<file path="config.mk">
export PLATFORM = sky130hd
export DESIGN_NAME = rkf_chan_filt
export DESIGN_NICKNAME = d
export VERILOG_FILES = /design/src/rtl/rgb_3x3_kernel_filter_top_assert.svh /design/src/rtl/rkf_pkg.sv /design/src/rtl/rkf_chan_filt.sv
export SDC_FILE = /design/constraint.sdc
export NUM_CORES = 1
export LEC_CHECK = 0
export BUFFER_PORTS_ARGS = -buffer_cell sky130_fd_sc_hd__buf_2
export CELL_PAD_IN_SITES_DETAIL_PLACEMENT = 2
export CELL_PAD_IN_SITES_GLOBAL_PLACEMENT = 2
export CORE_ASPECT_RATIO = 0.7
export CORE_MARGIN = 2
export CORE_UTILIZATION = 42
export DETAILED_ROUTE_END_ITERATION = 6
export GPL_ROUTABILITY_DRIVEN = 0
export GPL_TIMING_DRIVEN = 1
export PLACE_DENSITY_LB_ADDON = 0.3
export SLEW_MARGIN = 20
export SYNTH_ARGS = -nofsm -noshare
export SYNTH_HDL_FRONTEND = slang
export SYNTH_SLANG_ARGS = --single-unit
</file>
<file path="constraint.sdc">
create_clock -name clk -period 25 [get_ports clk]
set_input_delay 5 -clock clk [delete_from_list [all_inputs] [get_ports clk]]
set_output_delay 5 -clock clk [all_outputs]
set_load 0.03 [all_outputs]
</file>
<file path="src/rtl/rgb_3x3_kernel_filter_top_assert.svh">
// Assertion macros for the RGB 3x3 kernel filter.
// Used by rgb_3x3_kernel_filter_top; expects clk and arst_n in scope.
`ifndef RGB_3X3_KERNEL_FILTER_TOP_ASSERT_SVH
`define RGB_3X3_KERNEL_FILTER_TOP_ASSERT_SVH
`ifndef SYNTHESIS
`define RKF_ASSERT(label, prop) \
	label: assert property (@(posedge clk) disable iff (!arst_n) prop) \
		else $error("rkf: assertion failed");
`define RKF_NEVER(label, cond) \
	label: assert property (@(posedge clk) disable iff (!arst_n) !(cond)) \
		else $error("rkf: forbidden condition seen");
`else
`define RKF_ASSERT(label, prop)
`define RKF_NEVER(label, cond)
`endif
`endif

</file>
<file path="src/rtl/rkf_pkg.sv">
// Shared types and constants of the RGB 3x3 kernel filter.
// No dependencies; imported by every rkf module.
package rkf_pkg;

	localparam int MAX_WIDTH_DEF  = 1024;
	localparam int MAX_HEIGHT_DEF = 1024;
	localparam int CNT_W          = 12;	// row/column counters
	localparam int DIM_W          = 11;	// width/height/end registers
	localparam int START_W        = 10;	// selection start registers
	localparam int CFG_IDX_W      = 3;
	localparam int CFG_DATA_W     = 11;
	localparam int FIFO_DEPTH     = 8;
	// floor(x / 9) == (x * BOX_RECIP) >> BOX_SHIFT for x < 2300
	localparam logic [15:0] BOX_RECIP = 16'd7282;
	localparam int BOX_SHIFT      = 16;

	typedef enum logic [1:0] {
		KER_EDGE,
		KER_SHARPEN,
		KER_BOX,
		KER_GAUSS
	} kernel_t;

	typedef enum logic [CFG_IDX_W-1:0] {
		REG_IMAGE_WIDTH,
		REG_IMAGE_HEIGHT,
		REG_SEL_ROW_START,
		REG_SEL_ROW_END,
		REG_SEL_COL_START,
		REG_SEL_COL_END,
		REG_KERNEL_SELECT
	} cfg_reg_t;

	typedef enum logic {
		OP_PIXEL,
		OP_FLUSH
	} op_t;

	typedef struct packed {
		logic [7:0] red;
		logic [7:0] green;
		logic [7:0] blue;
	} pixel_t;

	typedef struct packed {
		op_t        op;
		logic [7:0] in_red;
		logic [7:0] in_green;
		logic [7:0] in_blue;
	} in_item_t;

	typedef struct packed {
		logic [7:0] out_red;
		logic [7:0] out_green;
		logic [7:0] out_blue;
		logic       frame_last;
	} out_item_t;

	// per-item control carried down the pipeline
	typedef struct packed {
		logic emit;
		logic sel;
		logic last;
	} ctl_t;

endpackage

</file>
<file path="src/rtl/rkf_chan_filt.sv">
// Kernel arithmetic for one color channel: sums registered, then kernel and clamp.
// Depends on rkf_pkg (kernel codes, box reciprocal).
module rkf_chan_filt (
	input  logic                  clk,
	input  logic                  en,
	input  logic [8:0][7:0]       win,	// index row*3 + col
	input  rkf_pkg::kernel_t      kernel,
	input  logic                  sel,
	output logic [7:0]            result
);
	import rkf_pkg::*;

	logic [7:0]  ctr_s3;
	logic [9:0]  edg_s3, cor_s3;
	logic [10:0] pos, neg;
	logic [11:0] box_sum;
	logic [27:0] box_prod;
	logic [12:0] gau_sum;
	logic [10:0] diff;
	logic [7:0]  filt;

	// neighbor sums
	always_ff @(posedge clk) begin
		if (en) begin
			ctr_s3 <= win[4];
			edg_s3 <= 10'(win[1]) + 10'(win[3]) + 10'(win[5]) + 10'(win[7]);
			cor_s3 <= 10'(win[0]) + 10'(win[2]) + 10'(win[6]) + 10'(win[8]);
		end
	end

	// kernel select and clamp
	always_comb begin
		pos      = '0;
		neg      = '0;
		diff     = '0;
		box_sum  = 12'(ctr_s3) + 12'(edg_s3) + 12'(cor_s3) + 12'd4;
		box_prod = 28'(box_sum) * 28'(BOX_RECIP);
		gau_sum  = {3'b0, ctr_s3, 2'b0} + {2'b0, edg_s3, 1'b0} + 13'(cor_s3) + 13'd8;
		case (kernel)
			KER_EDGE: begin
				pos = {ctr_s3, 3'b0};
				neg = 11'(edg_s3) + 11'(cor_s3);
			end
			KER_SHARPEN: begin
				pos = {1'b0, ctr_s3, 2'b0} + 11'(ctr_s3);
				neg = 11'(edg_s3);
			end
			default: ;
		endcase
		diff = pos - neg;
		case (kernel)
			KER_EDGE, KER_SHARPEN: begin
				if (pos <= neg) begin
					filt = 8'd0;
				end else if (diff > 11'd255) begin
					filt = 8'd255;
				end else begin
					filt = diff[7:0];
				end
			end
			KER_BOX: filt = box_prod[BOX_SHIFT+7:BOX_SHIFT];
			default: filt = gau_sum[11:4];
		endcase
	end

	assign result = sel ? filt : ctr_s3;

endmodule

</file>
==> results.md <==
- Synth cell count leaders: ha_1, inv_1, fa_1
- Min-Delay Path Depth: 1
- Slew headroom: 39.50%
- Hold_sp: win[39]
- Synth Register Bits: 28
- Multi-input gate area: roughly 5600 µm²
- FILL cells: 1,816
- Worst Hold End: ctr_s3[7]$_DFFE_PP_
- DR vias: between 5,000 and 6,000
- Netlist cell types: 54
- Drc violations: 0
- Status: finished clean
- Clk root buf: clkbuf_16
- CP startpoint kind: flop
- HP Class: input pin to flop
- Yosys warns: 0
- Critical Path End Type: output port
- Initial antenna violation count: 1
- Hold-fix buffers, CTS: 0
- Yosys top cell area share: 26.23%
- Total track usage: between 20% and 30%
- TritonRoute pass-1 iters: 4
- Final HPWL DP: roughly 20 mm
- Register area: between 800 and 900 µm²
- Largest net degree at the start of global routing: 38
- Worst Path Arrival: 8.77 ns
- Ports: 85
- Starting Density: between 40 and 50%
- Global-route wire length before repair: 36.06 mm
- Syn_nets: 1,013
- Final instance area: between 7000 and 8000 µm²
- CP Class: flop to output port
- Critical Path Max Stage Delay: around 0.58 ns
- Synth Flop Type: edfxtp_1
- Clock transition at the registers of the reported paths: 0.07 ns
- Die ar.: 17,530 µm²
- CTS tree: built
- Clock Tree Buf Depth: 2
- Ant. Diodes: 0
- Post-Syn Area: 6918 µm²
- Final WL: 22.89 mm
- Critical Path Fanout Max: 7
- Die Span Y: 111.4 µm
- Largest cells by area after synthesis: ha_1, fa_1, edfxtp_1, inv_1, xnor2_1
- ANT nets after route: 0
- First DRT Iteration DRCs: 217
- Top-count cell post-synth: ha_1
- Fin. Hold Viols: 0
- Ratio of cells with drive above 1 in the final layout: 12.74%
- Delay-heaviest family, CP: adder cells
- Final Max Slew Viols: 0
- H-tree depth: 1
- Layout overhead on the synthesized area: 10.65%
- Final period utilization: approximately 55%
- RSZ-0062 raised after global routing: false
- CP max stage cell: edfxtp_1
- Tmin final: about 14 ns
- Fin nets: between 1,000 and 1,500
- Post-synth EDFFs: 28
- Row count: 39
- IO buf count: between 80 and 90
- CTS buffer count: 3
- CTS Sinks: 28
- Core Area: ~16,000 µm²
- Max cap viols: 0
- Worst endpoint required time: 20.00 ns
- Setup Viol. Count Final: 0
- Grt total ovfl: 0
- Synth area leader: ha_1
- Sum Neg Setup Slack: 0 ns
- Fmax: 72.61 MHz
- Crit path buf inv count: 9
- Post-DP Area: 7576 µm²
- Post-Syn Instances: between 700 and 800
- Wire per inst: 22.49 µm
- Syn_area_per_cell: 9.703 µm²
- Post-CTS Resized: 0
- Vias per cell: 5.498
- Seq/Total Area, Yosys: between 10% and 20%
- Post-CTS Setup Inserts: 0
- Most common cell on crit path: inv_1
- Slew @ Worst Pin: 0.9010 ns
- Vias in the first global route: 6,696
- Ys async rst share: 0%
- Die X-Extent: 157.4 µm
worst max-delay path by stage:
stage               cells after the start        end  slack (ns)                 from
floorplan                              13  result[0]       12.02            kernel[0]
global placement                       13  result[0]       11.67            kernel[0]
detailed placement                     14  result[0]       11.40            kernel[0]
CTS                                    32  result[7]       11.14  ctr_s3[3]$_DFFE_PP_
global route                           33  result[7]       10.79  ctr_s3[2]$_DFFE_PP_
finish                                 32  result[5]       11.23  ctr_s3[3]$_DFFE_PP_
registers in the layout, summed over array words and instances, names as in the netlist:
name and flops:
edg_s3 10, ctr_s3 8, cor_s3 10
per-layer routing:
metal	up-vias	track usage [%]	part of all wire [%]
li1	2588	-	-
met5	-	0	0.039
met3	36	3.503	4.4
met2	114	48.38	51
met1	2857	34.07	42
met4	2	5.697	2.4
metrics by stage:
| stage | hold WS [ns] | std cells | setup WS (ns) | util [%] |
|---|---|---|---|---|
| after floorplan | 5.099 | 713 | 12.02 | - |
| after global placement | 5.180 | 1014 | 11.67 | 46.76 |
| after detailed placement | 5.182 | 1014 | 11.40 | 46.76 |
| after CTS | 4.900 | 1018 | 11.14 | 47.25 |
| after global routing | 4.893 | 1018 | 10.79 | 47.25 |
| final | 4.899 | 1018 | 11.23 | 47.25 |
placed cells by master (no fill, tap or decap), drive strengths merged, types with 2 or more instances in the layout:
master,n
a211oi,8
a21o,20
a21oi,41
a311oi,2
a31oi,2
and2,6
and3,5
buf,84
clkbuf,3
edfxtp,28
fa,78
ha,145
inv,121
mux2i,5
nand2,23
nand2b,18
nand3,5
nand4,4
nor2,34
nor2b,8
nor3,6
o21a,4
o21ai,38
o21bai,8
o221ai,3
o22ai,4
o31a,3
o32a,5
or2,2
or3,3
xnor2,38
xor2,25
area by class of cell:
class | count | area share [%]
sequential | 28 | 10.98
clock inverter | 1 | 0.04904
timing repair buffer | 84 | 5.492
clock buffer | 3 | 0.9807
tap | 225 | 3.678
inverter | 121 | 5.933
multi-input combinational | 556 | 72.88
cells by family after synthesis:
family | Yosys count | synth area share, %
adder cells (fa/ha/maj) | 223 | 48.80
flip-flops | 28 | 12.15
buffers and inverters | 129 | 7.198
multiplexers | 5 | 0.7235
AO/OA/AOI/OAI | 150 | 15.01
AND/OR/NAND/NOR | 115 | 8.139
XOR/XNOR | 63 | 7.976
Power is left out: the tool's default activity adds up to more than one toggle a clock period on the data nets, which glitch-free logic cannot reach.
