<file path="config.mk">
export PLATFORM = sky130hd
export DESIGN_NAME = rkf_out_fifo
export DESIGN_NICKNAME = d
export VERILOG_FILES = /design/src/rtl/rgb_3x3_kernel_filter_top_assert.svh /design/src/rtl/rkf_pkg.sv /design/src/rtl/rkf_out_fifo.sv
export SDC_FILE = /design/constraint.sdc
export NUM_CORES = 1
export LEC_CHECK = 0
export ABC_AREA = 1
export BUFFER_PORTS_ARGS = -buffer_cell sky130_fd_sc_hd__buf_2
export CELL_PAD_IN_SITES_DETAIL_PLACEMENT = 0
export CELL_PAD_IN_SITES_GLOBAL_PLACEMENT = 2
export CORE_MARGIN = 3
export CORE_UTILIZATION = 40
export DETAILED_ROUTE_END_ITERATION = 10
export PLACE_DENSITY_LB_ADDON = 0.08
export REMOVE_ABC_BUFFERS = 1
export SLEW_MARGIN = 20
export SYNTH_ARGS = -nofsm -noshare
export SYNTH_HDL_FRONTEND = slang
export SYNTH_SLANG_ARGS = --single-unit
</file>
<file path="constraint.sdc">
create_clock -name clk -period 5.1 [get_ports clk]
set_input_delay 0.255 -clock clk [delete_from_list [all_inputs] [get_ports clk]]
set_output_delay 0.255 -clock clk [all_outputs]
set_load 0.01 [all_outputs]
</file>
<file path="src/rtl/rgb_3x3_kernel_filter_top_assert.svh">
// Assertion macros for the RGB 3x3 kernel filter.
// Used by rgb_3x3_kernel_filter_top; expects clk and arst_n in scope.
`ifndef RGB_3X3_KERNEL_FILTER_TOP_ASSERT_SVH
`define RGB_3X3_KERNEL_FILTER_TOP_ASSERT_SVH
`ifndef SYNTHESIS
`define RKF_ASSERT(label, prop) \
	label: assert property (@(posedge clk) disable iff (!arst_n) prop) \
		else $error("rkf: assertion failed");
`define RKF_NEVER(label, cond) \
	label: assert property (@(posedge clk) disable iff (!arst_n) !(cond)) \
		else $error("rkf: forbidden condition seen");
`else
`define RKF_ASSERT(label, prop)
`define RKF_NEVER(label, cond)
`endif
`endif

</file>
<file path="src/rtl/rkf_pkg.sv">
// Shared types and constants of the RGB 3x3 kernel filter.
// No dependencies; imported by every rkf module.
package rkf_pkg;

	localparam int MAX_WIDTH_DEF  = 1024;
	localparam int MAX_HEIGHT_DEF = 1024;
	localparam int CNT_W          = 12;	// row/column counters
	localparam int DIM_W          = 11;	// width/height/end registers
	localparam int START_W        = 10;	// selection start registers
	localparam int CFG_IDX_W      = 3;
	localparam int CFG_DATA_W     = 11;
	localparam int FIFO_DEPTH     = 8;
	// floor(x / 9) == (x * BOX_RECIP) >> BOX_SHIFT for x < 2300
	localparam logic [15:0] BOX_RECIP = 16'd7282;
	localparam int BOX_SHIFT      = 16;

	typedef enum logic [1:0] {
		KER_EDGE,
		KER_SHARPEN,
		KER_BOX,
		KER_GAUSS
	} kernel_t;

	typedef enum logic [CFG_IDX_W-1:0] {
		REG_IMAGE_WIDTH,
		REG_IMAGE_HEIGHT,
		REG_SEL_ROW_START,
		REG_SEL_ROW_END,
		REG_SEL_COL_START,
		REG_SEL_COL_END,
		REG_KERNEL_SELECT
	} cfg_reg_t;

	typedef enum logic {
		OP_PIXEL,
		OP_FLUSH
	} op_t;

	typedef struct packed {
		logic [7:0] red;
		logic [7:0] green;
		logic [7:0] blue;
	} pixel_t;

	typedef struct packed {
		op_t        op;
		logic [7:0] in_red;
		logic [7:0] in_green;
		logic [7:0] in_blue;
	} in_item_t;

	typedef struct packed {
		logic [7:0] out_red;
		logic [7:0] out_green;
		logic [7:0] out_blue;
		logic       frame_last;
	} out_item_t;

	// per-item control carried down the pipeline
	typedef struct packed {
		logic emit;
		logic sel;
		logic last;
	} ctl_t;

endpackage

</file>
<file path="src/rtl/rkf_out_fifo.sv">
// Output queue that decouples the filter pipeline from the result stall.
// Depends on rkf_pkg (result type).
module rkf_out_fifo #(
	parameter int DEPTH = rkf_pkg::FIFO_DEPTH
) (
	input  logic                         clk,
	input  logic                         arst_n,
	input  logic                         push,
	input  rkf_pkg::out_item_t           push_data,
	input  logic                         pop,
	output logic                         valid,
	output rkf_pkg::out_item_t           data,
	output logic [$clog2(DEPTH+1)-1:0]   count
);
	import rkf_pkg::*;

	localparam int PW = $clog2(DEPTH);

	out_item_t       mem [DEPTH];
	logic [PW-1:0]   wr_ptr_q, rd_ptr_q;
	logic [$clog2(DEPTH+1)-1:0] cnt_q;

	always_ff @(posedge clk) begin
		if (push) begin
			mem[wr_ptr_q] <= push_data;
		end
	end

	// pointers wrap at the end of the queue
	always_ff @(posedge clk or negedge arst_n) begin
		if (!arst_n) begin
			wr_ptr_q <= '0;
			rd_ptr_q <= '0;
			cnt_q    <= '0;
		end else begin
			if (push) begin
				wr_ptr_q <= (32'(wr_ptr_q) == DEPTH - 1) ? '0 : wr_ptr_q + 1'b1;
			end
			if (pop) begin
				rd_ptr_q <= (32'(rd_ptr_q) == DEPTH - 1) ? '0 : rd_ptr_q + 1'b1;
			end
			cnt_q <= cnt_q + $bits(cnt_q)'(push) - $bits(cnt_q)'(pop);
		end
	end

	assign valid = (cnt_q != '0);
	assign data  = mem[rd_ptr_q];
	assign count = cnt_q;

endmodule

</file>
==> flow_summary.ini <==
[outcome]
outcome = finished clean

[grt]
grt_overflow = 0
grt_pass1_vias = 5496
grt_max_degree = 58
grt_usage = 0.1665
antenna_found_initial = 1
grt_pass1_wl_um = 31800

[clock_tree]
path_clk_slew_ns = 0.06
clkLatencyLatePin_ns = 0.51
clockRootBuffer = clkbuf_16
clockBufferDepth = 3
cts_max_level = 1
numCtsBuffers = 24
cts_tree = yes
cts.sinks = 210
cts-resized-gates = 0
cts_setup_buffers = 0

[layout]
n_fill_cell = 2182
drive_above_1_share = 0.1050
final_cell_count_no_fill = 1313
fin_area_sq_um = 10610
area_growth_pct = 13.84
layout.nets = 1024
antenna_cells = 0

[setup_path]
crit_top_cell = nand2_1
arrival_ns = 3.41
worst_setup_path_end_kind = output pin
slowest_stage = clkinv_2
crit_path_cell_trace = clkinv_2 -> buf_4 -> nand2_1 -> nand3_1 -> nand2_1 -> nand2_1 -> nand2_1 -> buf_2
worstPathRequired_ns = 4.85
crit_buf_inv = 3
reg2reg_to = rd_ptr_q[0]
r2r_cells = 2
rrSetupSlack_ns = 2.87
timing.rr.start = rd_ptr_q[0]
cp_max_fo = 57
max_stage_delay_ns = 0.87
path_delay_family = buffers and inverters
startpoint_type = flop
critPathKind = flop to output pin

[detailed_routing]
met3_length_um = 819
routed_via_density = 4.385
routed.top_layer = met5
num_vias = 5757
drc = 0
dr_wl_met2_um = 9734
first_iter_violations = 344
wl_met1_um = 9528
drtAntennaViolNets = 0
route.final.wire_length_um = 20390
routedWlPerCell_um = 15.53
dr.pass1.iters = 4

[placed_design]
globalplace.congestion = 0.6921
port_buffers = 58
dp_cells = 1271
place_ws_ns = 1.892
place_area_sq_um = 9911
dp_hpwl_um = 10560

[timing]
finalMaxSlewViolations = 0
fmax_mhz = 273.0
hold_viol = 0
holdWs_ns = 0.01687
worst_pin_slew_ns = 1.043
period_minus_slack_ns = 3.663
fin_ws_ns = 1.437
fin_crit_sh = 0.7183
finalSetupViolCount = 0
rsz0062_at_grt = false
skew_ns = 0.01456
setup_tns_ns = 0
max_slew_margin = 0.3029

[floorplan]
die_w_um = 158.6
fp.coreArea_sq_um = 22780
die_area_sq_um = 25170
io_pins = 59
placement_rows = 55
die_y_um = 158.6
start_util = 0.4091

[hold_path]
worstHoldPathType = input pin to flop
hp-start = pop
min_path_cells = 2
whs_endpoint = rd_ptr_q[1]

[yosys]
synthTopCellsByCount = 334 x nand2_1, 212 x inv_1, 200 x edfxtp_1
synth.area.mux_share = 0
synth_top_area_share = 0.6445
yosysMostFrequentCell = nand2_1
synthFlopType = edfxtp_1
synthCells = 930
synth_area_leader_cell = edfxtp_1
synth_compound_area_frac = 0.003759
synth.distinct_cells = 18
synth_area_sq_um = 9319
yosys.area_share.simple = 0.1947
ys_ff_latch = 210
avgSynthCellArea_sq_um = 10.02
yosys_warnings = 0
synthXorXnorAreaFrac = 0.001880
synth.area.top_cells = edfxtp_1 64%, nand2_1 13%, inv_1 8.5%
synth_top_family_by_area = simple AND/OR/NAND/NOR gates
synth-seq-area-share = 0.6713
synth-async-reset-ratio = 0.04762
synth_edf_count = 200
synth-adder-area-share = 0.01423

[power_and_ir_drop]
p_leak_uw = 0.004890
irDropWorstVdd_mv = 0.2855
power_density_nw_per_um2 = 506.8

[job]
maxCapViolations = 0
## registers in the layout (all words and copies together) (netlist names)
signal and count:
rd_ptr_q 3, wr_ptr_q 3, mem 200, count 4
## routing by layer
metal / up-vias / GRT usage
met2: 88 / 0.2836
met4: 2 / 0.03810
met1: 2637 / 0.2273
met3: 27 / 0.02419
met5: - / 0
li1: 3003 / -
## cells by family (layout without fill, tap and decap cells)
| family | count (synthesis) | count (layout) |
|---|---|---|
| compound gates | 7 | 7 |
| buf+inv | 253 | 323 |
| xor+xnor | 2 | 2 |
| fa+ha+maj | 10 | 10 |
| flops | 210 | 210 |
| simple gates | 448 | 448 |
## area by class of cell
| cell class | count | area [sq um] | share of cell area |
|---|---|---|---|
| inverter | 215 | 808.3 | 0.07619 |
| sequential | 210 | 6261 | 0.5902 |
| tap | 313 | 391.6 | 0.03691 |
| clock buffer | 28 | 636.9 | 0.06003 |
| clock inverter | 13 | 51.30 | 0.004835 |
| multi-input combinational | 467 | 2059 | 0.1941 |
| timing repair buffer | 67 | 400.4 | 0.03774 |
## cell usage in the layout, fill, tap and decap left out
| cell type | count |
|---|---|
| nand3_1 | 106 |
| clkbuf_1 | 3 |
| buf_2 | 58 |
| nor2_4 | 8 |
| edfxtp_1 | 200 |
| ha_1 | 9 |
| clkbuf_16 | 25 |
| fa_1 | 1 |
| inv_2 | 1 |
| xor2_1 | 2 |
| nand2_1 | 334 |
| dfrtp_1 | 8 |
| buf_4 | 6 |
| dfrtp_2 | 1 |
| dlygate4sd3_1 | 1 |
| clkinv_1 | 12 |
| buf_16 | 2 |
| a21oi_1 | 1 |
| inv_1 | 212 |
| o21ai_0 | 6 |
| clkinv_2 | 3 |
| dfrtp_4 | 1 |
## through the flow
step	total power [uW]	utilization
2_1_floorplan	3239	-
3_3_place_gp	3935	0.4327
3_5_place_dp	3939	0.4351
4_1_cts	5480	0.4658
5_1_grt	5771	0.4658
6_report	5377	0.4658
## worst max path at each step
| stage | start | cells after the start | end | slack (ns) |
|---|---|---|---|---|
| final | rd_ptr_q[0] | 8 | data[20] | 1.44 |
| after global routing | rd_ptr_q[0] | 8 | data[23] | 1.13 |
| after detailed placement | rd_ptr_q[0] | 8 | data[23] | 1.89 |
| after floorplan | rd_ptr_q[0] | 6 | data[0] | 1.43 |
| after CTS | rd_ptr_q[0] | 8 | data[23] | 1.35 |
| after global placement | rd_ptr_q[0] | 8 | data[0] | 1.92 |
## what timing repair did
action | 4_1_cts | 5_1_grt
hold buffers | 1 | 0
endpoints found under the setup margin | 0 | 0
endpoints found under the hold margin | 10 | 0
## where the power goes
part | switching (uW) | total (uW) | internal [uW]
logic | 1120 | 1640 | 516
clock network | 649 | 1530 | 879
registers | 87.0 | 2210 | 2120
No activity file was read; power rests on OpenSTA's default activity.
