**src/rtl/rgb_3x3_kernel_filter_top_assert.svh**
```systemverilog
// Assertion macros for the RGB 3x3 kernel filter.
// Used by rgb_3x3_kernel_filter_top; expects clk and arst_n in scope.
`ifndef RGB_3X3_KERNEL_FILTER_TOP_ASSERT_SVH
`define RGB_3X3_KERNEL_FILTER_TOP_ASSERT_SVH
`ifndef SYNTHESIS
`define RKF_ASSERT(label, prop) \
	label: assert property (@(posedge clk) disable iff (!arst_n) prop) \
		else $error("rkf: assertion failed");
`define RKF_NEVER(label, cond) \
	label: assert property (@(posedge clk) disable iff (!arst_n) !(cond)) \
		else $error("rkf: forbidden condition seen");
`else
`define RKF_ASSERT(label, prop)
`define RKF_NEVER(label, cond)
`endif
`endif

```
**src/rtl/rkf_pkg.sv**
```systemverilog
// Shared types and constants of the RGB 3x3 kernel filter.
// No dependencies; imported by every rkf module.
package rkf_pkg;

	localparam int MAX_WIDTH_DEF  = 1024;
	localparam int MAX_HEIGHT_DEF = 1024;
	localparam int CNT_W          = 12;	// row/column counters
	localparam int DIM_W          = 11;	// width/height/end registers
	localparam int START_W        = 10;	// selection start registers
	localparam int CFG_IDX_W      = 3;
	localparam int CFG_DATA_W     = 11;
	localparam int FIFO_DEPTH     = 8;
	// floor(x / 9) == (x * BOX_RECIP) >> BOX_SHIFT for x < 2300
	localparam logic [15:0] BOX_RECIP = 16'd7282;
	localparam int BOX_SHIFT      = 16;

	typedef enum logic [1:0] {
		KER_EDGE,
		KER_SHARPEN,
		KER_BOX,
		KER_GAUSS
	} kernel_t;

	typedef enum logic [CFG_IDX_W-1:0] {
		REG_IMAGE_WIDTH,
		REG_IMAGE_HEIGHT,
		REG_SEL_ROW_START,
		REG_SEL_ROW_END,
		REG_SEL_COL_START,
		REG_SEL_COL_END,
		REG_KERNEL_SELECT
	} cfg_reg_t;

	typedef enum logic {
		OP_PIXEL,
		OP_FLUSH
	} op_t;

	typedef struct packed {
		logic [7:0] red;
		logic [7:0] green;
		logic [7:0] blue;
	} pixel_t;

	typedef struct packed {
		op_t        op;
		logic [7:0] in_red;
		logic [7:0] in_green;
		logic [7:0] in_blue;
	} in_item_t;

	typedef struct packed {
		logic [7:0] out_red;
		logic [7:0] out_green;
		logic [7:0] out_blue;
		logic       frame_last;
	} out_item_t;

	// per-item control carried down the pipeline
	typedef struct packed {
		logic emit;
		logic sel;
		logic last;
	} ctl_t;

endpackage

```
**src/rtl/rkf_win_cell.sv**
```systemverilog
// One column of the 3x3 window: three pixels, shifted on from the neighbor.
// Depends on rkf_pkg.
module rkf_win_cell (
	input  logic                  clk,
	input  logic                  arst_n,
	input  logic                  shift,
	input  rkf_pkg::pixel_t [2:0] col_in,
	output rkf_pkg::pixel_t [2:0] col_out
);
	import rkf_pkg::*;

	pixel_t [2:0] col_q;

	always_ff @(posedge clk or negedge arst_n) begin
		if (!arst_n) begin
			col_q <= '0;
		end else if (shift) begin
			col_q <= col_in;
		end
	end

	assign col_out = col_q;

endmodule

```
**config.mk**
```make
export PLATFORM = sky130hd
export DESIGN_NAME = rkf_win_cell
export DESIGN_NICKNAME = d
export VERILOG_FILES = /design/src/rtl/rgb_3x3_kernel_filter_top_assert.svh /design/src/rtl/rkf_pkg.sv /design/src/rtl/rkf_win_cell.sv
export SDC_FILE = /design/constraint.sdc
export NUM_CORES = 1
export LEC_CHECK = 0
export ABC_AREA = 1
export BUFFER_PORTS_ARGS = -buffer_cell sky130_fd_sc_hd__buf_2
export CELL_PAD_IN_SITES_DETAIL_PLACEMENT = 0
export CELL_PAD_IN_SITES_GLOBAL_PLACEMENT = 1
export CORE_MARGIN = 4
export CORE_UTILIZATION = 34
export CTS_BUF_LIST = sky130_fd_sc_hd__clkbuf_16
export CTS_CLUSTER_SIZE = 30
export DETAILED_ROUTE_END_ITERATION = 8
export HOLD_SLACK_MARGIN = 0.15
export PLACE_DENSITY = 0.9
export SYNTH_ARGS = -nofsm -noshare
export SYNTH_HDL_FRONTEND = slang
export SYNTH_SLANG_ARGS = --single-unit
```
**constraint.sdc**
```tcl
create_clock -name clk -period 1.3 [get_ports clk]
set_input_delay 0.13 -clock clk [delete_from_list [all_inputs] [get_ports clk]]
set_output_delay 0.13 -clock clk [all_outputs]
set_load 0.02 [all_outputs]
```
==> reports/metrics.yaml, run 1 <==
status: "finished clean"
endpoint_kind: "primary output"
critical_path_class: "flop to primary output"
numCtsBuffers: 9
vias_per_cell: 4.24
cpMaxStageDelayCell: "dfrtp_1"
final_cell_mix: "nand2_1 (216), buf_2 (145), dlygate4sd3_1 (73)"
rsz0062_at_grt: "false"
p_switching_w: 0.00157
crit_chain: "buf_2"
final_common_cell: "nand2_1"
hp-class: "primary input to flop"
grt_pass1_wl_um: 13000
synth_nets: 379
finalCritPeriodShare_pct: 78.3
leakage_nw: 2.57
final_nets: 597
tns_ns: 0
fp.dieW_um: 97.9
ys_seq_area_share_pct: 65.5
fin_util_pct: 58.0
overflow: 0
synth_cells: 304
rows: 32
fillers: 701
largest_reg_flops: 72
path_buf_inv: 1
ir_drop_uv: 676
p_per_area_nw_per_um2: 1310
syn-cell-area_um2: 2750
max_freq_ghz: 0.982
initial_core_util_pct: 35.2
report.final.slew_viol_count: 0
core_um2: 7810
drive_above_1_share_pct: 31.0
cap_violations: 0
grt_pass1_vias: 2679
yosysWarnings: 0
worst_clock_skew_ns: 0
place_ws_ns: 0.342
cts_root_buf: "clkbuf_16"
clkLatencyLatePin_ns: 0.31
avgSynthCellArea_um2: 9.04
pwr-share-clk_pct: 38.7
intPower_w: 0.00435
wire_per_inst_um: 12.5
p_sw_share_pct: 26.5
synth_cell_type_count: 6
drtAntennaViolNets: 0
grt_max_degree: 73
dp_hpwl_um: 4640
drt_iter0_markers: 69
pwr-share-seq_pct: 43.1
maxSlewHeadroom_pct: 66.3
vias: 2663
clock_sinks: 72
tightest_slew_ns: 0.506
dr.pass1.iters: 6
cp_data_required_time_ns: 1.17
antenna_found_initial: 0
slowest_delay_ns: 0.40
hold_violations: 0
min_period_ns: 1.02
pwr-share-comb_pct: 18.2
worstPathArrival_ns: 0.89
crit_path_max_fanout: 2
tritoncts: "yes"
dieArea_um2: 9590
ios: 147
area_growth_pct: 64.6
grtUsageTotal_pct: 16.7
setup_viol: 0
gp_congestion: 0.761
fin_ws_ns: 0.282
h-tree-depth: 3
cts_buffer_depth: 2
cp_top_family: "flip-flops"
clk_pin_slew_worst_paths_ns: 0.06
die_y_um: 97.9
synth-seq-cells: 72
cp-start-kind: "flop"
drt_wl_total_um: 7830
port_buffers: 146
antenna_cells: 0
whs_ns: 0.322
drc: 0
==> cells in the mapped netlist (all sizes together) <==
library cell	n	area, µm²
nand2	216	811
dfrtp	72	1800
inv	1	8.76
buf	15	128
==> worst paths after layout <==
kind,startpoint,endpoint,slack (ns),cells after the start
hold / removal,shift,col_out[50]$_DFFE_PN0P_,0.32,4
setup / recovery,col_out[58]$_DFFE_PN0P_,col_out[58],0.28,1
max in group asynchronous,arst_n,col_out[31]$_DFFE_PN0P_,0.65,3
setup reg to reg,col_out[57]$_DFFE_PN0P_,col_out[57]$_DFFE_PN0P_,0.65,2
hold reg to reg,col_out[15]$_DFFE_PN0P_,col_out[15]$_DFFE_PN0P_,0.46,2
min in group asynchronous,arst_n,col_out[14]$_DFFE_PN0P_,0.36,3
==> kinds of logic (layout without fill, tap and decap cells) <==
kind of cell           after synthesis  count (layout)  share of synthesized area (%)
DFF                                 72              72                           65.5
and+or+nand+nor                    216             216                           29.5
buffers and inverters               16             238                           4.96
==> repair_timing <==
action / in CTS / in global routing
endpoints found under the hold margin: 144 / 0
setup buffers: 0 / 0
resized for setup: 0 / 0
hold buffers: 73 / 0
==> area by class of cell <==
class	count	area, µm²	share of cell area (%)
Inverter	1	8.76	0.194
Multi-Input combinational cell	216	811	17.9
Timing Repair Buffer	222	1500	33.1
Sequential cell	72	1800	39.8
Clock inverter	6	52.6	1.16
Clock buffer	9	225	4.98
Tap cell	102	128	2.82
==> worst min-delay path, delay by kind of cell <==
family | cells | cell delay, ns
buffers and inverters | 2 | 0.32
and+or+nand+nor | 2 | 0.15
==> power groups by stage <==
stage | Combinational, W | Sequential, W | Clock (W)
2_1_floorplan | 0.000253 | 0.00283 | 0
3_3_place_gp | 0.000898 | 0.00258 | 0
3_5_place_dp | 0.000914 | 0.00258 | 0
4_1_cts | 0.00108 | 0.00255 | 0.00236
5_1_grt | 0.00118 | 0.00258 | 0.00245
6_report | 0.00107 | 0.00255 | 0.00229
==> through the flow <==
step / power [W] / instance area (µm²) / std cells
global placement: 0.00348 / 3520 / 540
CTS: 0.00599 / 4530 / 628
finish: 0.00592 / 4530 / 628
global route: 0.00620 / 4530 / 628
floorplan: 0.00309 / 2750 / 304
detailed placement: 0.00350 / 3520 / 540
==> metal layers <==
| layer | part of all wire [%] | routed length, µm | vias up | global-route usage (%) |
|---|---|---|---|---|
| li1 | - | - | 1343 | - |
| met1 | 40 | 3150 | 1216 | 19.3 |
| met2 | 52 | 4080 | 94 | 29.7 |
| met3 | 6.5 | 506 | 10 | 4.07 |
| met4 | 1.2 | 93 | 0 | 6.18 |
| met5 | 0 | 0 | - | 0 |
No activity file was read; power rests on OpenSTA's default activity.
==> run 2, diff against run 1 <==
--- a/config.mk
+++ b/config.mk
@@ -10,12 +10,12 @@
 export CELL_PAD_IN_SITES_DETAIL_PLACEMENT = 0
 export CELL_PAD_IN_SITES_GLOBAL_PLACEMENT = 1
 export CORE_MARGIN = 4
-export CORE_UTILIZATION = 34
+export CORE_UTILIZATION = 31
 export CTS_BUF_LIST = sky130_fd_sc_hd__clkbuf_16
 export CTS_CLUSTER_SIZE = 30
 export DETAILED_ROUTE_END_ITERATION = 8
 export HOLD_SLACK_MARGIN = 0.15
-export PLACE_DENSITY = 0.9
+export PLACE_DENSITY = 0.83
 export SYNTH_ARGS = -nofsm -noshare
 export SYNTH_HDL_FRONTEND = slang
 export SYNTH_SLANG_ARGS = --single-unit
==> constraint.sdc (replaced) <==
create_clock -name clk -period 1.1 [get_ports clk]
set_input_delay 0.11 -clock clk [delete_from_list [all_inputs] [get_ports clk]]
set_output_delay 0.11 -clock clk [all_outputs]
set_load 0.02 [all_outputs]
==> run 2 against run 1 <==
  * Clock power rose by 5%
  * Worst hold slack got worse by 0.011 ns
  * Sequential share of layout area rose by 0.27 points
  * Via count fell by 1.1%
  * Non-clock buffer count did not move
  * Final cell count rose by 0.64%
  * Die area rose by 8.9%
  * Sequential power rose by 18%
  * Wire length fell by 3.4%
  * Critical endpoint is now col_out[55]
  * Register-to-register slack got worse by 0.18 ns
  * Total power rose by 13%
  * Largest power group unchanged
==> reports/metrics.yaml, run 2 (synthesis gave the netlist of run 1 again) <==
status: "finished clean"
vias: 2634
antenna_found_initial: 0
dr.pass1.iters: 4
dp_hpwl_um: 4720
r2r-start: "col_out[20]$_DFFE_PN0P_"
die_y_um: 102
drive_above_1_share_pct: 30.3
final_nets: 597
tritoncts: "yes"
maxSlewHeadroom_pct: 67.0
grt_max_degree: 73
rows: 34
clock_sinks: 72
hold_violations: 0
cap_violations: 0
h-tree-depth: 3
area_growth_pct: 63.5
setup.worst_path.end: "col_out[55]"
numCtsBuffers: 9
whs_ns: 0.310
p_per_area_nw_per_um2: 1480
vias_per_cell: 4.17
rsz0062_at_grt: "false"
fin_ws_ns: 0.119
drt_iter0_markers: 52
clkLatencyLatePin_ns: 0.32
grtUsageTotal_pct: 14.9
timing.rr.end: "col_out[20]$_DFFE_PN0P_"
finalCritPeriodShare_pct: 89.2
drtAntennaViolNets: 0
cts_root_buf: "clkbuf_16"
leakage_nw: 2.55
tns_ns: 0
place_ws_ns: 0.168
drc: 0
worst_clock_skew_ns: 0
cp_num_cells: 1
max_freq_ghz: 1.02
cpMaxStageDelayCell: "dfrtp_1"
grt_pass1_vias: 2699
endpoint_kind: "primary output"
r2r_slack_ns: 0.47
crit_chain: "buf_2"
wire_per_inst_um: 12.0
critical_path_class: "flop to primary output"
initial_core_util_pct: 31.7
fp.dieW_um: 102
cp_top_family: "flip-flops"
place_inst: 546
ios: 147
setup_viol: 0
port_buffers: 146
cp-start-kind: "flop"
ir_drop_uv: 735
final_cell_mix: "nand2_1 (216), buf_2 (145), dlygate4sd3_1 (73)"
fillers: 825
path_buf_inv: 1
worstPathArrival_ns: 0.87
drt_wl_total_um: 7570
reg2reg_depth: 2
cp_data_required_time_ns: 0.99
report.final.slew_viol_count: 0
tightest_slew_ns: 0.496
final_cell_count_no_fill: 632
crit_start: "col_out[55]$_DFFE_PN0P_"
crit_path_max_fanout: 2
total_power_w: 0.00667
largest_reg_flops: 72
final_common_cell: "nand2_1"
overflow: 0
min_period_ns: 0.981
clk_pin_slew_worst_paths_ns: 0.05
core_um2: 8680
grt_pass1_wl_um: 12400
cts_setup_buffers: 0
dieArea_um2: 10400
hp-class: "primary input to flop"
gp_congestion: 0.737
antenna_cells: 0
slowest_delay_ns: 0.39
cts_buffer_depth: 2
## run 2: changes by cell type in the layout (fill, tap and decap cells not counted), sizes merged
cell	change
inv	-1
bufinv	-1
## run 2: where the power goes
part | switching (W) | internal, W
sequential | 0.000121 | 0.00289
combinational | 0.000729 | 0.000537
clock | 0.000945 | 0.00145
total | 0.00180 | 0.00488
## run 2: what timing repair did
item,4_1_cts,5_1_grt
endpoints found under the setup margin,0,0
hold buffers,73,0
gates resized for setup,0,0
hold endpoints to repair,144,0
## run 2: worst min path at each step
stage                start                       to  slack, ns  cells past startpoint
floorplan           arst_n   col_out[0]$_DFFE_PN0P_      -0.19                      0
global placement    arst_n  col_out[21]$_DFFE_PN0P_       0.16                      2
detailed placement  arst_n  col_out[49]$_DFFE_PN0P_       0.15                      2
CTS                  shift  col_out[57]$_DFFE_PN0P_       0.30                      4
global route         shift  col_out[49]$_DFFE_PN0P_       0.35                      4
finish               shift  col_out[27]$_DFFE_PN0P_       0.31                      4
## run 2: worst register-to-register path: cells and delay by family (launching register included)
kind	cells	cell delay [ns]
flops	1	0.39
simple gates	2	0.13
## run 2: area by class of cell
cell class,count,area (µm²),share of cell area (%)
Clock buffer,9,225,5.01
Inverter,1,8.76,0.195
Clock inverter,4,15.0,0.334
Tap cell,108,135,3.01
Timing Repair Buffer,222,1500,33.3
Multi-Input combinational cell,216,811,18.0
Sequential cell,72,1800,40.1
## run 2: metal layers
layer  global-route usage [%]  up-vias  routed length (µm)
met4                     5.85        0                 146
li1                         -     1340                   -
met2                     25.4       98                3720
met3                     4.78       18                 614
met1                     17.6     1178                3090
met5                        0        -                   0
## run 2: stage by stage
stage	area (µm²)	util, %
floorplan	2750	-
global placement	3520	40.6
detailed placement	3520	40.6
CTS	4500	51.8
global route	4500	51.8
finish	4500	51.8
==> run 3, diff against run 2 <==
--- a/config.mk
+++ b/config.mk
@@ -9,13 +9,12 @@
 export BUFFER_PORTS_ARGS = -buffer_cell sky130_fd_sc_hd__buf_2
 export CELL_PAD_IN_SITES_DETAIL_PLACEMENT = 0
 export CELL_PAD_IN_SITES_GLOBAL_PLACEMENT = 1
-export CORE_MARGIN = 4
 export CORE_UTILIZATION = 31
 export CTS_BUF_LIST = sky130_fd_sc_hd__clkbuf_16
 export CTS_CLUSTER_SIZE = 30
 export DETAILED_ROUTE_END_ITERATION = 8
 export HOLD_SLACK_MARGIN = 0.15
-export PLACE_DENSITY = 0.83
+export PLACE_DENSITY_LB_ADDON = 0.08
 export SYNTH_ARGS = -nofsm -noshare
 export SYNTH_HDL_FRONTEND = slang
 export SYNTH_SLANG_ARGS = --single-unit
==> run 3 against run 2 <==
  * Combinational power hardly changed
  * Worst hold slack worse by 0.13 ns
  * Final cell count is 0.16% lower
  * Sequential share of layout area is 0.59 points lower
  * Largest cell class unchanged
  * Sequential cell count stayed put
==> reports/metrics.yaml, run 3 (synthesis gave the netlist of run 1 again) <==
maxSlewHeadroom_pct: 82.0
drtAntennaViolNets: 0
dieArea_um2: 9250
tightest_slew_ns: 0.270
final_nets: 600
fin_ws_ns: 0.118
status: "finished clean"
final_cell_mix: "nand2_1 (216), buf_2 (145), dlygate4sd3_1 (73)"
h-tree-depth: 3
drive_above_1_share_pct: 31.2
r2r_slack_ns: 0.49
report.final.slew_viol_count: 0
leakage_nw: 2.58
core_um2: 8380
initial_core_util_pct: 32.8
ios: 147
grt_pass1_wl_um: 11500
timing.rr.end: "col_out[14]$_DFFE_PN0P_"
drt_iter0_markers: 31
hold_violations: 0
tns_ns: 0
cts_buffer_depth: 2
crit_chain: "buf_2"
drt_wl_total_um: 7380
final_common_cell: "nand2_1"
vias: 2621
cts_root_buf: "clkbuf_16"
hp-class: "primary input to async pin"
clkLatencyLatePin_ns: 0.32
gp_congestion: 0.686
cap_violations: 0
cp-start-kind: "flop"
path_buf_inv: 1
drc: 0
die_y_um: 96.2
finalCritPeriodShare_pct: 89.3
total_power_w: 0.00673
ir_drop_uv: 750
worst_clock_skew_ns: 0
min_period_ns: 0.982
antenna_cells: 0
cp_top_family: "flip-flops"
cpMaxStageDelayCell: "dfrtp_1"
p_per_area_nw_per_um2: 1470
endpoint_kind: "primary output"
slowest_delay_ns: 0.39
area_growth_pct: 66.0
worstPathArrival_ns: 0.87
rows: 33
port_buffers: 146
wire_per_inst_um: 11.7
cts_setup_buffers: 0
critical_path_class: "flop to primary output"
max_freq_ghz: 1.02
setup_viol: 0
fillers: 814
grt_max_degree: 46
largest_reg_flops: 72
reg2reg_depth: 2
clk_pin_slew_worst_paths_ns: 0.05
antenna_found_initial: 0
vias_per_cell: 4.15
dr.pass1.iters: 4
cp_data_required_time_ns: 0.99
place_ws_ns: 0.208
grtUsageTotal_pct: 16.6
overflow: 0
fp.dieW_um: 96.2
tritoncts: "yes"
cp_num_cells: 1
rsz0062_at_grt: "false"
grt_pass1_vias: 2578
r2r-start: "col_out[14]$_DFFE_PN0P_"
dp_hpwl_um: 4680
clock_sinks: 72
numCtsBuffers: 9
crit_path_max_fanout: 2
==> run 3: worst max path at each step <==
| stage | startpoint | end | slack [ns] |
|---|---|---|---|
| 2_1_floorplan | col_out[0]$_DFFE_PN0P_ | col_out[0]$_DFFE_PN0P_ | 0.42 |
| 3_3_place_gp | shift | col_out[29]$_DFFE_PN0P_ | 0.23 |
| 3_5_place_dp | shift | col_out[53]$_DFFE_PN0P_ | 0.21 |
| 4_1_cts | col_out[56]$_DFFE_PN0P_ | col_out[56] | 0.11 |
| 5_1_grt | col_out[15]$_DFFE_PN0P_ | col_out[15] | 0.08 |
| 6_report | col_out[5]$_DFFE_PN0P_ | col_out[5] | 0.12 |
==> run 3: report_power, final <==
part | switching [W] | total, W | internal [W]
Clock | 0.000978 | 0.00243 | 0.00146
Sequential | 0.000118 | 0.00300 | 0.00289
Combinational | 0.000728 | 0.00129 | 0.000563
Total | 0.00182 | 0.00673 | 0.00491
==> run 3: layout make-up <==
type	count	area [µm²]	area share, %
Timing Repair Buffer	225	1570	34.4
Clock inverter	3	13.8	0.302
Sequential cell	72	1800	39.5
Inverter	1	8.76	0.192
Multi-Input combinational cell	216	811	17.8
Clock buffer	9	225	4.94
Tap cell	105	131	2.88
==> run 3: worst register-to-register path: stages (launching register included) <==
cell and delay, ns:
dfrtp_1 0.38, nand2_1 0.08, nand2_1 0.05
==> run 3: per-stage QoR <==
stage / cells / area (µm²) / util, % / hold slack, ns
2_1_floorplan: 304 / 2750 / - / -0.186
3_3_place_gp: 546 / 3590 / 42.9 / -0.0243
3_5_place_dp: 546 / 3590 / 42.9 / -0.0252
4_1_cts: 631 / 4560 / 54.4 / 0.173
5_1_grt: 631 / 4560 / 54.4 / 0.195
6_report: 631 / 4560 / 54.4 / 0.177
==> run 3: routing by layer <==
| layer | up-vias | track usage (%) | share of wire, % | wire, µm |
|---|---|---|---|---|
| met5 | - | 0 | 0 | 0 |
| met4 | 0 | 4.48 | 0.88 | 65 |
| met3 | 6 | 6.40 | 7.0 | 514 |
| met2 | 78 | 28.9 | 49 | 3600 |
| met1 | 1189 | 19.0 | 43 | 3200 |
| li1 | 1348 | - | - | - |
==> run 3: repair_timing <==
action | 4_1_cts | 5_1_grt
gates resized for setup | 0 | 0
hold buffers | 73 | 0
endpoints found under the hold margin | 144 | 0
